==> config.mk <==
export PLATFORM = sky130hd
export DESIGN_NAME = recursive_lock_wait_queue_flat
export DESIGN_NICKNAME = d
export VERILOG_FILES = /design/src/rtl/rlwq_pkg.sv /design/src/rtl/rlwq_if.sv /design/src/rtl/rlwq_ram.sv /design/src/rtl/rlwq_ctrl.sv /design/src/rtl/rlwq_dp.sv /design/src/rtl/recursive_lock_wait_queue.sv /design/src/flat_wrapper.sv
export VERILOG_INCLUDE_DIRS = /design/src /design/src/rtl
export SDC_FILE = /design/constraint.sdc
export NUM_CORES = 1
export LEC_CHECK = 0
export BUFFER_PORTS_ARGS = -buffer_cell sky130_fd_sc_hd__buf_4
export CAP_MARGIN = 20
export CORE_ASPECT_RATIO = 0.6
export CORE_UTILIZATION = 55
export DETAILED_ROUTE_END_ITERATION = 7
export GPL_ROUTABILITY_DRIVEN = 0
export PLACE_DENSITY = 0.71
export SYNTH_ARGS = -nofsm -noshare
export SYNTH_HDL_FRONTEND = slang
export SYNTH_SLANG_ARGS = --single-unit
==> constraint.sdc <==
create_clock -name clk -period 9.95 [get_ports clk]
set_input_delay 0 -clock clk [delete_from_list [all_inputs] [get_ports clk]]
set_output_delay 0 -clock clk [all_outputs]
set_load 0.01 [all_outputs]
==> src/rtl/recursive_lock_wait_queue_defines.svh <==
// Assertion macros for the lock wait queue.
// Both forms sample on the rising edge of clk and are disabled while rst_n is low.
// Define NO_ASSERTIONS to compile them out.
`ifndef RECURSIVE_LOCK_WAIT_QUEUE_DEFINES_SVH
`define RECURSIVE_LOCK_WAIT_QUEUE_DEFINES_SVH
`ifndef NO_ASSERTIONS
// Consequent checked in the same cycle as the antecedent
`define RLWQ_ASSERT_SAME(label, ante, cons, msg) \
  label: assert property (@(posedge clk) disable iff (!rst_n) (ante) |-> (cons)) \
    else $error(msg);
// Consequent checked in the cycle after the antecedent
`define RLWQ_ASSERT_NEXT(label, ante, cons, msg) \
  label: assert property (@(posedge clk) disable iff (!rst_n) (ante) |=> (cons)) \
    else $error(msg);
`else
`define RLWQ_ASSERT_SAME(label, ante, cons, msg)
`define RLWQ_ASSERT_NEXT(label, ante, cons, msg)
`endif
`endif

==> src/rtl/rlwq_pkg.sv <==
// ----------------------------------------------------------------------------
// rlwq_pkg
// Shared types and constants for the recursive lock with a FIFO wait queue.
// ----------------------------------------------------------------------------
`default_nettype none

package rlwq_pkg;

  // Field widths of the request and result words
  localparam int THREAD_ID_W = 6;
  localparam int ID_SPACE    = 1 << THREAD_ID_W;
  localparam int STATUS_W    = 4;
  localparam int WCOUNT_W    = 7;

  // Request types
  localparam logic REQ_ACQUIRE = 1'b0;
  localparam logic REQ_RELEASE = 1'b1;

  // Result status codes
  localparam logic [STATUS_W-1:0] STATUS_GRANTED         = 4'd0;
  localparam logic [STATUS_W-1:0] STATUS_QUEUED          = 4'd1;
  localparam logic [STATUS_W-1:0] STATUS_NESTED_ACQ      = 4'd2;
  localparam logic [STATUS_W-1:0] STATUS_FREED           = 4'd3;
  localparam logic [STATUS_W-1:0] STATUS_HANDOFF         = 4'd4;
  localparam logic [STATUS_W-1:0] STATUS_NESTED_REL      = 4'd5;
  localparam logic [STATUS_W-1:0] STATUS_ALREADY_WAITING = 4'd6;
  localparam logic [STATUS_W-1:0] STATUS_NOT_HELD        = 4'd7;
  localparam logic [STATUS_W-1:0] STATUS_SATURATED       = 4'd8;

  // Commands from the controller to the datapath
  typedef struct packed {
    logic load;   // capture the incoming request word
    logic exec;   // resolve the request and load the result register
  } rlwq_cmd_t;

  // Status from the datapath to the controller
  typedef struct packed {
    logic out_free;  // result register empty or being taken this cycle
  } rlwq_sts_t;

endpackage : rlwq_pkg

`default_nettype wire

==> src/rtl/rlwq_if.sv <==
// ----------------------------------------------------------------------------
// rlwq_if
// Valid/ready channels for the request word and the result word.
// ----------------------------------------------------------------------------
`default_nettype none

interface rlwq_in_if;
  logic                             valid;
  logic                             ready;
  logic                             req_type;
  logic [rlwq_pkg::THREAD_ID_W-1:0] thread_id;

  modport source (output valid, output req_type, output thread_id, input ready);
  modport sink   (input valid, input req_type, input thread_id, output ready);
endinterface : rlwq_in_if

interface rlwq_out_if;
  logic                             valid;
  logic                             ready;
  logic [rlwq_pkg::STATUS_W-1:0]    status;
  logic [rlwq_pkg::THREAD_ID_W-1:0] new_holder;
  logic                             held;
  logic [rlwq_pkg::WCOUNT_W-1:0]    waiting_count;

  modport source (output valid, output status, output new_holder, output held,
                  output waiting_count, input ready);
  modport sink   (input valid, input status, input new_holder, input held,
                  input waiting_count, output ready);
endinterface : rlwq_out_if

`default_nettype wire

==> src/rtl/rlwq_ram.sv <==
// ----------------------------------------------------------------------------
// rlwq_ram
// Generic single-write, single-read RAM with registered read data.
// ----------------------------------------------------------------------------
`default_nettype none

module rlwq_ram #(
  parameter int WIDTH = 6,
  parameter int DEPTH = 64
) (
  input  wire logic                     clk,
  input  wire logic                     wr_en,
  input  wire logic [$clog2(DEPTH)-1:0] wr_addr,
  input  wire logic [WIDTH-1:0]         wr_data,
  input  wire logic [$clog2(DEPTH)-1:0] rd_addr,
  output logic      [WIDTH-1:0]         rd_data
);

  logic [WIDTH-1:0] mem [DEPTH];

  // Write port and registered read port
  always_ff @(posedge clk) begin
    if (wr_en) begin
      mem[wr_addr] <= wr_data;
    end
    rd_data <= mem[rd_addr];
  end

endmodule : rlwq_ram

`default_nettype wire

==> src/rtl/rlwq_ctrl.sv <==
// ----------------------------------------------------------------------------
// rlwq_ctrl
// Request sequencer: capture a request word, then resolve it once the
// result register can take the answer.
// ----------------------------------------------------------------------------
`default_nettype none

module rlwq_ctrl (
  input  wire logic                clk,
  input  wire logic                rst_n,
  input  wire logic                in_valid,
  output logic                     in_ready,
  input  wire rlwq_pkg::rlwq_sts_t sts,
  output rlwq_pkg::rlwq_cmd_t      cmd
);

  localparam logic S_IDLE = 1'b0;
  localparam logic S_EXEC = 1'b1;

  logic state_r;
  logic state_nxt;

  // Take a word only when no request is in flight
  assign in_ready = (state_r == S_IDLE);
  assign cmd.load = in_valid && in_ready;
  assign cmd.exec = (state_r == S_EXEC) && sts.out_free;

  // Next state
  always_comb begin
    state_nxt = state_r;
    case (state_r)
      S_IDLE: begin
        if (cmd.load) begin
          state_nxt = S_EXEC;
        end
      end
      S_EXEC: begin
        if (cmd.exec) begin
          state_nxt = S_IDLE;
        end
      end
      default: begin
        state_nxt = S_IDLE;
      end
    endcase
  end

  always_ff @(posedge clk) begin
    if (!rst_n) begin
      state_r <= S_IDLE;
    end else begin
      state_r <= state_nxt;
    end
  end

endmodule : rlwq_ctrl

`default_nettype wire

==> src/rtl/rlwq_dp.sv <==
// ----------------------------------------------------------------------------
// rlwq_dp
// Lock state, nesting count, wait queue pointers and waiting bitmap, the
// wait queue memory and the result register.
// ----------------------------------------------------------------------------
`default_nettype none

module rlwq_dp #(
  parameter int THREAD_COUNT = 64,
  parameter int MAX_NEST     = 255
) (
  input  wire logic                                clk,
  input  wire logic                                rst_n,
  input  wire rlwq_pkg::rlwq_cmd_t                 cmd,
  output rlwq_pkg::rlwq_sts_t                      sts,
  input  wire logic                                in_req_type,
  input  wire logic [rlwq_pkg::THREAD_ID_W-1:0]    in_thread_id,
  output logic                                     out_valid,
  input  wire logic                                out_ready,
  output logic      [rlwq_pkg::STATUS_W-1:0]       out_status,
  output logic      [rlwq_pkg::THREAD_ID_W-1:0]    out_new_holder,
  output logic                                     out_held,
  output logic      [rlwq_pkg::WCOUNT_W-1:0]       out_waiting_count
);

  localparam int PTR_W  = $clog2(THREAD_COUNT);
  localparam int CNT_W  = $clog2(THREAD_COUNT + 1);
  localparam int NEST_W = $clog2(MAX_NEST + 1);
  localparam int ID_W   = rlwq_pkg::THREAD_ID_W;

  localparam logic [PTR_W-1:0]  LAST_SLOT = PTR_W'(THREAD_COUNT - 1);
  localparam logic [CNT_W-1:0]  FULL_CNT  = CNT_W'(THREAD_COUNT);
  localparam logic [NEST_W-1:0] NEST_MAX  = NEST_W'(MAX_NEST);

  // Captured request word
  logic            req_type_r;
  logic [ID_W-1:0] tid_r;

  // Lock and queue state
  logic                          held_r,   held_nxt;
  logic [ID_W-1:0]               holder_r, holder_nxt;
  logic [NEST_W-1:0]             nest_r,   nest_nxt;
  logic [PTR_W-1:0]              head_r,   head_nxt;
  logic [PTR_W-1:0]              tail_r,   tail_nxt;
  logic [CNT_W-1:0]              count_r,  count_nxt;
  logic [rlwq_pkg::ID_SPACE-1:0] map_r,    map_nxt;

  // Result register
  logic                            out_valid_r, out_valid_nxt;
  logic [rlwq_pkg::STATUS_W-1:0]   status_r,    status_nxt;
  logic [ID_W-1:0]                 res_holder_r;
  logic                            res_held_r;
  logic [rlwq_pkg::WCOUNT_W-1:0]   res_count_r;

  // Wait queue memory
  logic            push;
  logic [ID_W-1:0] head_id;

  // Head entry is read continuously through the registered read port
  rlwq_ram #(
    .WIDTH (ID_W),
    .DEPTH (THREAD_COUNT)
  ) u_wait_ram (
    .clk     (clk),
    .wr_en   (push),
    .wr_addr (tail_r),
    .wr_data (tid_r),
    .rd_addr (head_r),
    .rd_data (head_id)
  );

  assign sts.out_free = !out_valid_r || out_ready;

  // Resolve the captured request
  always_comb begin
    held_nxt   = held_r;
    holder_nxt = holder_r;
    nest_nxt   = nest_r;
    head_nxt   = head_r;
    tail_nxt   = tail_r;
    count_nxt  = count_r;
    map_nxt    = map_r;
    push       = 1'b0;
    status_nxt = rlwq_pkg::STATUS_NOT_HELD;
    if (req_type_r == rlwq_pkg::REQ_ACQUIRE) begin
      if (!held_r) begin
        held_nxt   = 1'b1;
        holder_nxt = tid_r;
        nest_nxt   = '0;
        status_nxt = rlwq_pkg::STATUS_GRANTED;
      end else if (holder_r == tid_r) begin
        if (nest_r >= NEST_MAX) begin
          status_nxt = rlwq_pkg::STATUS_SATURATED;
        end else begin
          nest_nxt   = nest_r + 1'b1;
          status_nxt = rlwq_pkg::STATUS_NESTED_ACQ;
        end
      end else if (map_r[tid_r] || (count_r >= FULL_CNT)) begin
        status_nxt = rlwq_pkg::STATUS_ALREADY_WAITING;
      end else begin
        push           = cmd.exec;
        tail_nxt       = (tail_r == LAST_SLOT) ? '0 : tail_r + 1'b1;
        count_nxt      = count_r + 1'b1;
        map_nxt[tid_r] = 1'b1;
        status_nxt     = rlwq_pkg::STATUS_QUEUED;
      end
    end else begin
      if (!held_r) begin
        status_nxt = rlwq_pkg::STATUS_NOT_HELD;
      end else if (nest_r != '0) begin
        nest_nxt   = nest_r - 1'b1;
        status_nxt = rlwq_pkg::STATUS_NESTED_REL;
      end else if (count_r == '0) begin
        held_nxt   = 1'b0;
        holder_nxt = '0;
        status_nxt = rlwq_pkg::STATUS_FREED;
      end else begin
        head_nxt         = (head_r == LAST_SLOT) ? '0 : head_r + 1'b1;
        count_nxt        = count_r - 1'b1;
        map_nxt[head_id] = 1'b0;
        holder_nxt       = head_id;
        nest_nxt         = '0;
        status_nxt       = rlwq_pkg::STATUS_HANDOFF;
      end
    end
  end

  // Hold the result until taken, set it on resolve
  always_comb begin
    out_valid_nxt = out_valid_r;
    if (cmd.exec) begin
      out_valid_nxt = 1'b1;
    end else if (out_ready) begin
      out_valid_nxt = 1'b0;
    end
  end

  // Control and lock state
  always_ff @(posedge clk) begin
    if (!rst_n) begin
      held_r      <= 1'b0;
      holder_r    <= '0;
      nest_r      <= '0;
      head_r      <= '0;
      tail_r      <= '0;
      count_r     <= '0;
      map_r       <= '0;
      out_valid_r <= 1'b0;
    end else begin
      out_valid_r <= out_valid_nxt;
      if (cmd.exec) begin
        held_r   <= held_nxt;
        holder_r <= holder_nxt;
        nest_r   <= nest_nxt;
        head_r   <= head_nxt;
        tail_r   <= tail_nxt;
        count_r  <= count_nxt;
        map_r    <= map_nxt;
      end
    end
  end

  // Request word and result payload
  always_ff @(posedge clk) begin
    if (cmd.load) begin
      req_type_r <= in_req_type;
      tid_r      <= in_thread_id;
    end
    if (cmd.exec) begin
      status_r     <= status_nxt;
      res_holder_r <= held_nxt ? holder_nxt : '0;
      res_held_r   <= held_nxt;
      res_count_r  <= rlwq_pkg::WCOUNT_W'(count_nxt);
    end
  end

  assign out_valid         = out_valid_r;
  assign out_status        = status_r;
  assign out_new_holder    = res_holder_r;
  assign out_held          = res_held_r;
  assign out_waiting_count = res_count_r;

endmodule : rlwq_dp

`default_nettype wire

==> src/rtl/recursive_lock_wait_queue.sv <==
// ----------------------------------------------------------------------------
// recursive_lock_wait_queue
// Recursive mutex with a FIFO of waiting threads and a waiting bitmap.
// ----------------------------------------------------------------------------
// Usage:
//   in_ch  carries one request word: req_type (acquire or release) and
//          thread_id (ignored on release).
//   out_ch returns one result word per request: status, new_holder, held
//          and waiting_count after the request.
//   A request word is captured into the request register when accepted,
//   resolved once the result register can take the answer, and its result
//   is then held in the result register. in_ch.ready stays low from the
//   capture until the request is resolved, so a new word is not taken
//   before the last one is resolved.
//   Synchronous reset frees the lock, clears the nesting count, the queue
//   pointers, the count and the waiting bitmap. The queue memory itself is
//   not cleared; only entries that were pushed are ever read.
//   If out_ch stalls, the result register holds its word and the pending
//   request waits, with in_ch.ready low, until the register is taken.
// ----------------------------------------------------------------------------
`default_nettype none

`include "recursive_lock_wait_queue_defines.svh"

module recursive_lock_wait_queue #(
  parameter int THREAD_COUNT = 64,
  parameter int MAX_NEST     = 255
) (
  input wire logic    clk,
  input wire logic    rst_n,
  rlwq_in_if.sink     in_ch,
  rlwq_out_if.source  out_ch
);

  rlwq_pkg::rlwq_cmd_t cmd;
  rlwq_pkg::rlwq_sts_t sts;

  // Sequencer
  rlwq_ctrl u_ctrl (
    .clk      (clk),
    .rst_n    (rst_n),
    .in_valid (in_ch.valid),
    .in_ready (in_ch.ready),
    .sts      (sts),
    .cmd      (cmd)
  );

  // Lock state, wait queue and result register
  rlwq_dp #(
    .THREAD_COUNT (THREAD_COUNT),
    .MAX_NEST     (MAX_NEST)
  ) u_dp (
    .clk               (clk),
    .rst_n             (rst_n),
    .cmd               (cmd),
    .sts               (sts),
    .in_req_type       (in_ch.req_type),
    .in_thread_id      (in_ch.thread_id),
    .out_valid         (out_ch.valid),
    .out_ready         (out_ch.ready),
    .out_status        (out_ch.status),
    .out_new_holder    (out_ch.new_holder),
    .out_held          (out_ch.held),
    .out_waiting_count (out_ch.waiting_count)
  );

  // A captured word blocks further words until it is resolved
  `RLWQ_ASSERT_NEXT(a_busy_after_accept, in_ch.valid && in_ch.ready, !in_ch.ready, "word accepted while busy")

  // A free lock reports no holder
  `RLWQ_ASSERT_SAME(a_free_no_holder, out_ch.valid && !out_ch.held, out_ch.new_holder == '0, "free lock with holder")

  // Queueing only happens behind a holder
  `RLWQ_ASSERT_SAME(a_queued_held, out_ch.valid && (out_ch.status == rlwq_pkg::STATUS_QUEUED), out_ch.held && (out_ch.waiting_count != '0), "queued without holder")

  // Freeing leaves an empty queue and no holder
  `RLWQ_ASSERT_SAME(a_freed_empty, out_ch.valid && (out_ch.status == rlwq_pkg::STATUS_FREED), !out_ch.held && (out_ch.waiting_count == '0), "freed with waiters")

endmodule : recursive_lock_wait_queue

`default_nettype wire

==> src/flat_wrapper.sv <==
// flat-port wrapper written by rule: the top's interface ports become plain ports
module recursive_lock_wait_queue_flat 
#(
  parameter int THREAD_COUNT = 64,
  parameter int MAX_NEST     = 255
)
  (clk, rst_n, in_ch_valid, in_ch_req_type, in_ch_thread_id, in_ch_ready, out_ch_valid, out_ch_status, out_ch_new_holder, out_ch_held, out_ch_waiting_count, out_ch_ready);
  rlwq_in_if in_ch_i ();
  rlwq_out_if out_ch_i ();
  input wire logic clk;
  input wire logic rst_n;
  input wire logic [$bits(in_ch_i.valid)-1:0] in_ch_valid;
  input wire logic [$bits(in_ch_i.req_type)-1:0] in_ch_req_type;
  input wire logic [$bits(in_ch_i.thread_id)-1:0] in_ch_thread_id;
  output wire logic [$bits(in_ch_i.ready)-1:0] in_ch_ready;
  output wire logic [$bits(out_ch_i.valid)-1:0] out_ch_valid;
  output wire logic [$bits(out_ch_i.status)-1:0] out_ch_status;
  output wire logic [$bits(out_ch_i.new_holder)-1:0] out_ch_new_holder;
  output wire logic [$bits(out_ch_i.held)-1:0] out_ch_held;
  output wire logic [$bits(out_ch_i.waiting_count)-1:0] out_ch_waiting_count;
  input wire logic [$bits(out_ch_i.ready)-1:0] out_ch_ready;
  assign in_ch_i.valid = in_ch_valid;
  assign in_ch_i.req_type = in_ch_req_type;
  assign in_ch_i.thread_id = in_ch_thread_id;
  assign in_ch_ready = in_ch_i.ready;
  assign out_ch_valid = out_ch_i.valid;
  assign out_ch_status = out_ch_i.status;
  assign out_ch_new_holder = out_ch_i.new_holder;
  assign out_ch_held = out_ch_i.held;
  assign out_ch_waiting_count = out_ch_i.waiting_count;
  assign out_ch_i.ready = out_ch_ready;
  recursive_lock_wait_queue #(.THREAD_COUNT(THREAD_COUNT), .MAX_NEST(MAX_NEST)) u_core (.clk(clk), .rst_n(rst_n), .in_ch(in_ch_i), .out_ch(out_ch_i));
endmodule
==> flow_metrics.env <==
export IMPL_status="complete, no violations"
export IMPL_coreArea_um2=38300
export IMPL_clock_power_share=0.429
export IMPL_routed_wl_mm=54.6
export IMPL_postCtsHoldBufs=9
export IMPL_first_pass_iters=7
export IMPL_numCtsBuffers=45
export IMPL_comb_power_share=0.039
export IMPL_vias_per_cell=6.80
export IMPL_grt_max_degree=83
export IMPL_area_growth_pct=11.3
export IMPL_drt_met1_wl_mm=23.9
export IMPL_slew_headroom=0.248
export IMPL_clkTransAtPathRegs_ps=70
export IMPL_min_path_cells=2
export IMPL_ys_ff_latch=515
export IMPL_clock_latency_ps=560
export IMPL_cts_setup_buffers=0
export IMPL_sw_frac_of_total=0.209
export IMPL_die_h_um=156
export IMPL_p_switching_mw=0.924
export IMPL_ios=31
export IMPL_holdCritPathClass="in2reg"
export IMPL_rr_worst_depth=9
export IMPL_clkSinkCount=515
export IMPL_slew_viol_final=0
export IMPL_rr_endpoint="u_core.u_dp.u_wait_ram.mem[63][4]"
export IMPL_tightest_slew_ps=1120
export IMPL_leakagePower_nw=7.37
export IMPL_fillers=2725
export IMPL_p_seq_frac=0.532
export IMPL_whs_endpoint="u_core.u_dp.count_r[4]"
export IMPL_finClkSkew_ps=16.9
export IMPL_hold_viol_final=0
export IMPL_synth_cell_types=66
export IMPL_worstPathRequired_ps=10130
export IMPL_drive_above_1_share=0.211
export IMPL_tritoncts="done"
export IMPL_wl_per_cell_um=27.6
export IMPL_worstHoldStart="rst_n"
export IMPL_min_period_ps=4690
export IMPL_dr_max_layer_used="met5"
export IMPL_final_core_util=0.631
export IMPL_synth_common_cells="edfxtp_1, mux4_2, dfxtp_1"
export IMPL_netlist_area_um2=21700
export IMPL_asyncSetResetFlopFracSynth=0
export IMPL_rows=55
export IMPL_dr_total_vias=13400
export IMPL_syn_inst=1400
export IMPL_path_class="reg2reg"
export IMPL_rsz0062_at_grt="no"
export IMPL_synth_area_top_cells="edfxtp_1, mux4_2, dfxtp_1, o211ai_1, a21oi_1"
export IMPL_path_max_fanout=77
export IMPL_wl_met3_mm=7.60
export IMPL_cts_buffer_depth=3
export IMPL_htree_levels=2
export IMPL_grt_pass1_wl_mm=82.0
export IMPL_synth_ff_type="edfxtp_1"
export IMPL_design_die_area_um2=40200
export IMPL_fin_nets=1444
export IMPL_overflow=0
export IMPL_cap_viol_max_count=0
export IMPL_synth_edf_count=409
export IMPL_dieWidth_um=258
export IMPL_yosysSeqAreaShare=0.664
export IMPL_cp_data_arrival_time_ps=4880
export IMPL_start_util=0.567
export IMPL_antenna_found_initial=3
export IMPL_avgSynthCellArea_um2=15.5
export IMPL_fin_crit_sh=0.472
export IMPL_met2_length_mm=22.3
export IMPL_cts_root_buf="clkbuf_16"
export IMPL_max_freq_ghz=0.213
export IMPL_endpoint_kind="flop"
export IMPL_syn_nets=1419
export IMPL_reg2reg_from="u_core.u_dp.tid_r[0]"
export IMPL_vdd_drop_max_mv=0.141
export IMPL_synth_most_common_cell="edfxtp_1"
export IMPL_yosysTopAreaCellShare=0.567
export IMPL_setup_viol=0
export IMPL_yosys_area_top_type="edfxtp_1"
export IMPL_track_usage=0.276
export IMPL_setup_tns_final_ps=0
export IMPL_ant_nets=0
export IMPL_portBuffers=30
export IMPL_post_cts_resized=0
export IMPL_worst_r2r_setup_slack_ps=5260
export IMPL_grt_pass1_vias=12700
export IMPL_post_dp_hpwl_mm=33.9
export IMPL_power_density_nw_per_um2=183
export IMPL_drc_errors=0
export IMPL_p_int_mw=3.49
export IMPL_drt_iter0_drc=2269
export IMPL_cp_start_kind="flop"
export IMPL_yosysWarningCount=0
## worst max path at each step
| stage | start | endpoint | slack [ps] | cells past startpoint |
|---|---|---|---|---|
| 6_report | u_core.u_dp.tid_r[0] | u_core.u_dp.u_wait_ram.mem[63][4] | 5260 | 9 |
| 5_1_grt | u_core.u_dp.tid_r[0] | u_core.u_dp.u_wait_ram.mem[7][3] | 4980 | 9 |
| 4_1_cts | u_core.u_dp.tid_r[0] | u_core.u_dp.u_wait_ram.mem[1][1] | 5240 | 8 |
| 3_5_place_dp | u_core.u_dp.tid_r[0] | u_core.u_dp.u_wait_ram.mem[35][5] | 5290 | 8 |
| 3_3_place_gp | u_core.u_dp.tid_r[0] | u_core.u_dp.u_wait_ram.mem[63][5] | 5370 | 9 |
| 2_1_floorplan | u_core.u_dp.tid_r[1] | u_core.u_dp.u_wait_ram.mem[10][0] | 5720 | 10 |
## layout make-up
class                   instances  area [um2]  share of cell area
multi-input cells             756        6750               0.280
well taps                     513         642              0.0266
clock buffers                  59        1290              0.0537
flip-flops and latches        515       14400               0.597
clock inverters                25         317              0.0131
repair buffers                 93         658              0.0273
diodes                          1        2.50            0.000104
inverters                      14        52.6             0.00218
## cells by family (layout without fill, tap and decap cells)
| kind of cell | after synthesis | count (layout) | share of synthesized area |
|---|---|---|---|
| flip-flops | 515 | 515 | 0.664 |
| AND/OR/NAND/NOR | 323 | 323 | 0.0790 |
| AO/OA/AOI/OAI | 255 | 255 | 0.0735 |
| multiplexers | 155 | 155 | 0.148 |
| buffers and inverters | 129 | 191 | 0.0241 |
| XOR/XNOR | 15 | 15 | 0.00606 |
| adder cells (fa/ha/maj) | 8 | 8 | 0.00462 |
| other | 0 | 1 | 0 |
## through the flow
stage / instance area [um2] / total power [mW] / instances / setup WS (ps) / hold WS, ps
after floorplan: 21700 / 2.50 / 1400 / 5720 / 98.9
after global placement: 22300 / 2.56 / 1851 / 5370 / 180
after detailed placement: 22300 / 2.56 / 1851 / 5290 / 182
after CTS: 24000 / 4.43 / 1944 / 5240 / 2.97
after global routing: 24100 / 4.53 / 1975 / 4980 / 25.3
final: 24100 / 4.42 / 1976 / 5260 / 14.8
## power groups by stage
stage	clock network [mW]	logic, mW	registers (mW)
finish	1.89	0.173	2.35
CTS	1.91	0.169	2.35
global placement	0	0.164	2.40
detailed placement	0	0.166	2.40
global route	2.00	0.184	2.35
floorplan	0	0.0916	2.41
## worst max-delay path, cell delays in order, from the launching register on
cell	delay, ps
edfxtp_1	350
buf_4	720
mux4_2	610
a22oi_1	190
a31oi_1	190
nor4_1	680
nand3_1	140
buf_4	290
or2_1	500
nor2_1	550
## per-layer routing
metal,track usage,vias to the layer above
li1,-,5667
met1,0.448,6793
met2,0.359,888
met3,0.0882,86
met4,0.0510,4
met5,0,-
## registers in the layout, indices dropped and copies added (netlist names), 4 cells and up
name	cells
u_core.u_dp.u_wait_ram.mem	384
u_core.u_dp.map_r	64
u_core.u_dp.out_new_holder	6
u_core.u_dp.head_r	6
u_core.u_dp.count_r	7
u_core.u_dp.nest_r	8
u_core.u_dp.tail_r	6
u_core.u_dp.holder_r	6
u_core.u_dp.out_waiting_count	7
u_core.u_dp.u_wait_ram.rd_data	6
u_core.u_dp.tid_r	6
u_core.u_dp.out_status	4
## cell usage in the layout, fill, tap and decap left out, drive strengths merged, types with 7 or more instances in the layout
master / synthesis / routed
o31ai: 9 / 9
mux4: 133 / 133
mux2i: 22 / 22
bufinv: 0 / 7
clkbuf: 77 / 87
or4: 11 / 11
o21ai: 76 / 76
nand3b: 12 / 12
a22oi: 7 / 7
or3: 13 / 13
and2: 7 / 7
a211oi: 13 / 13
nand4: 11 / 11
o22ai: 8 / 8
buf: 38 / 56
ha: 8 / 8
clkinv: 0 / 11
nor2b: 7 / 7
edfxtp: 409 / 409
nand2b: 8 / 8
nand2: 63 / 63
dlygate4sd3: 0 / 9
xnor2: 12 / 12
nor2: 63 / 63
nand3: 26 / 26
o211ai: 48 / 48
inv: 14 / 16
dfxtp: 106 / 106
nor3: 42 / 42
a21oi: 61 / 61
nor4: 38 / 38
Power figures use the tool's default switching activity.
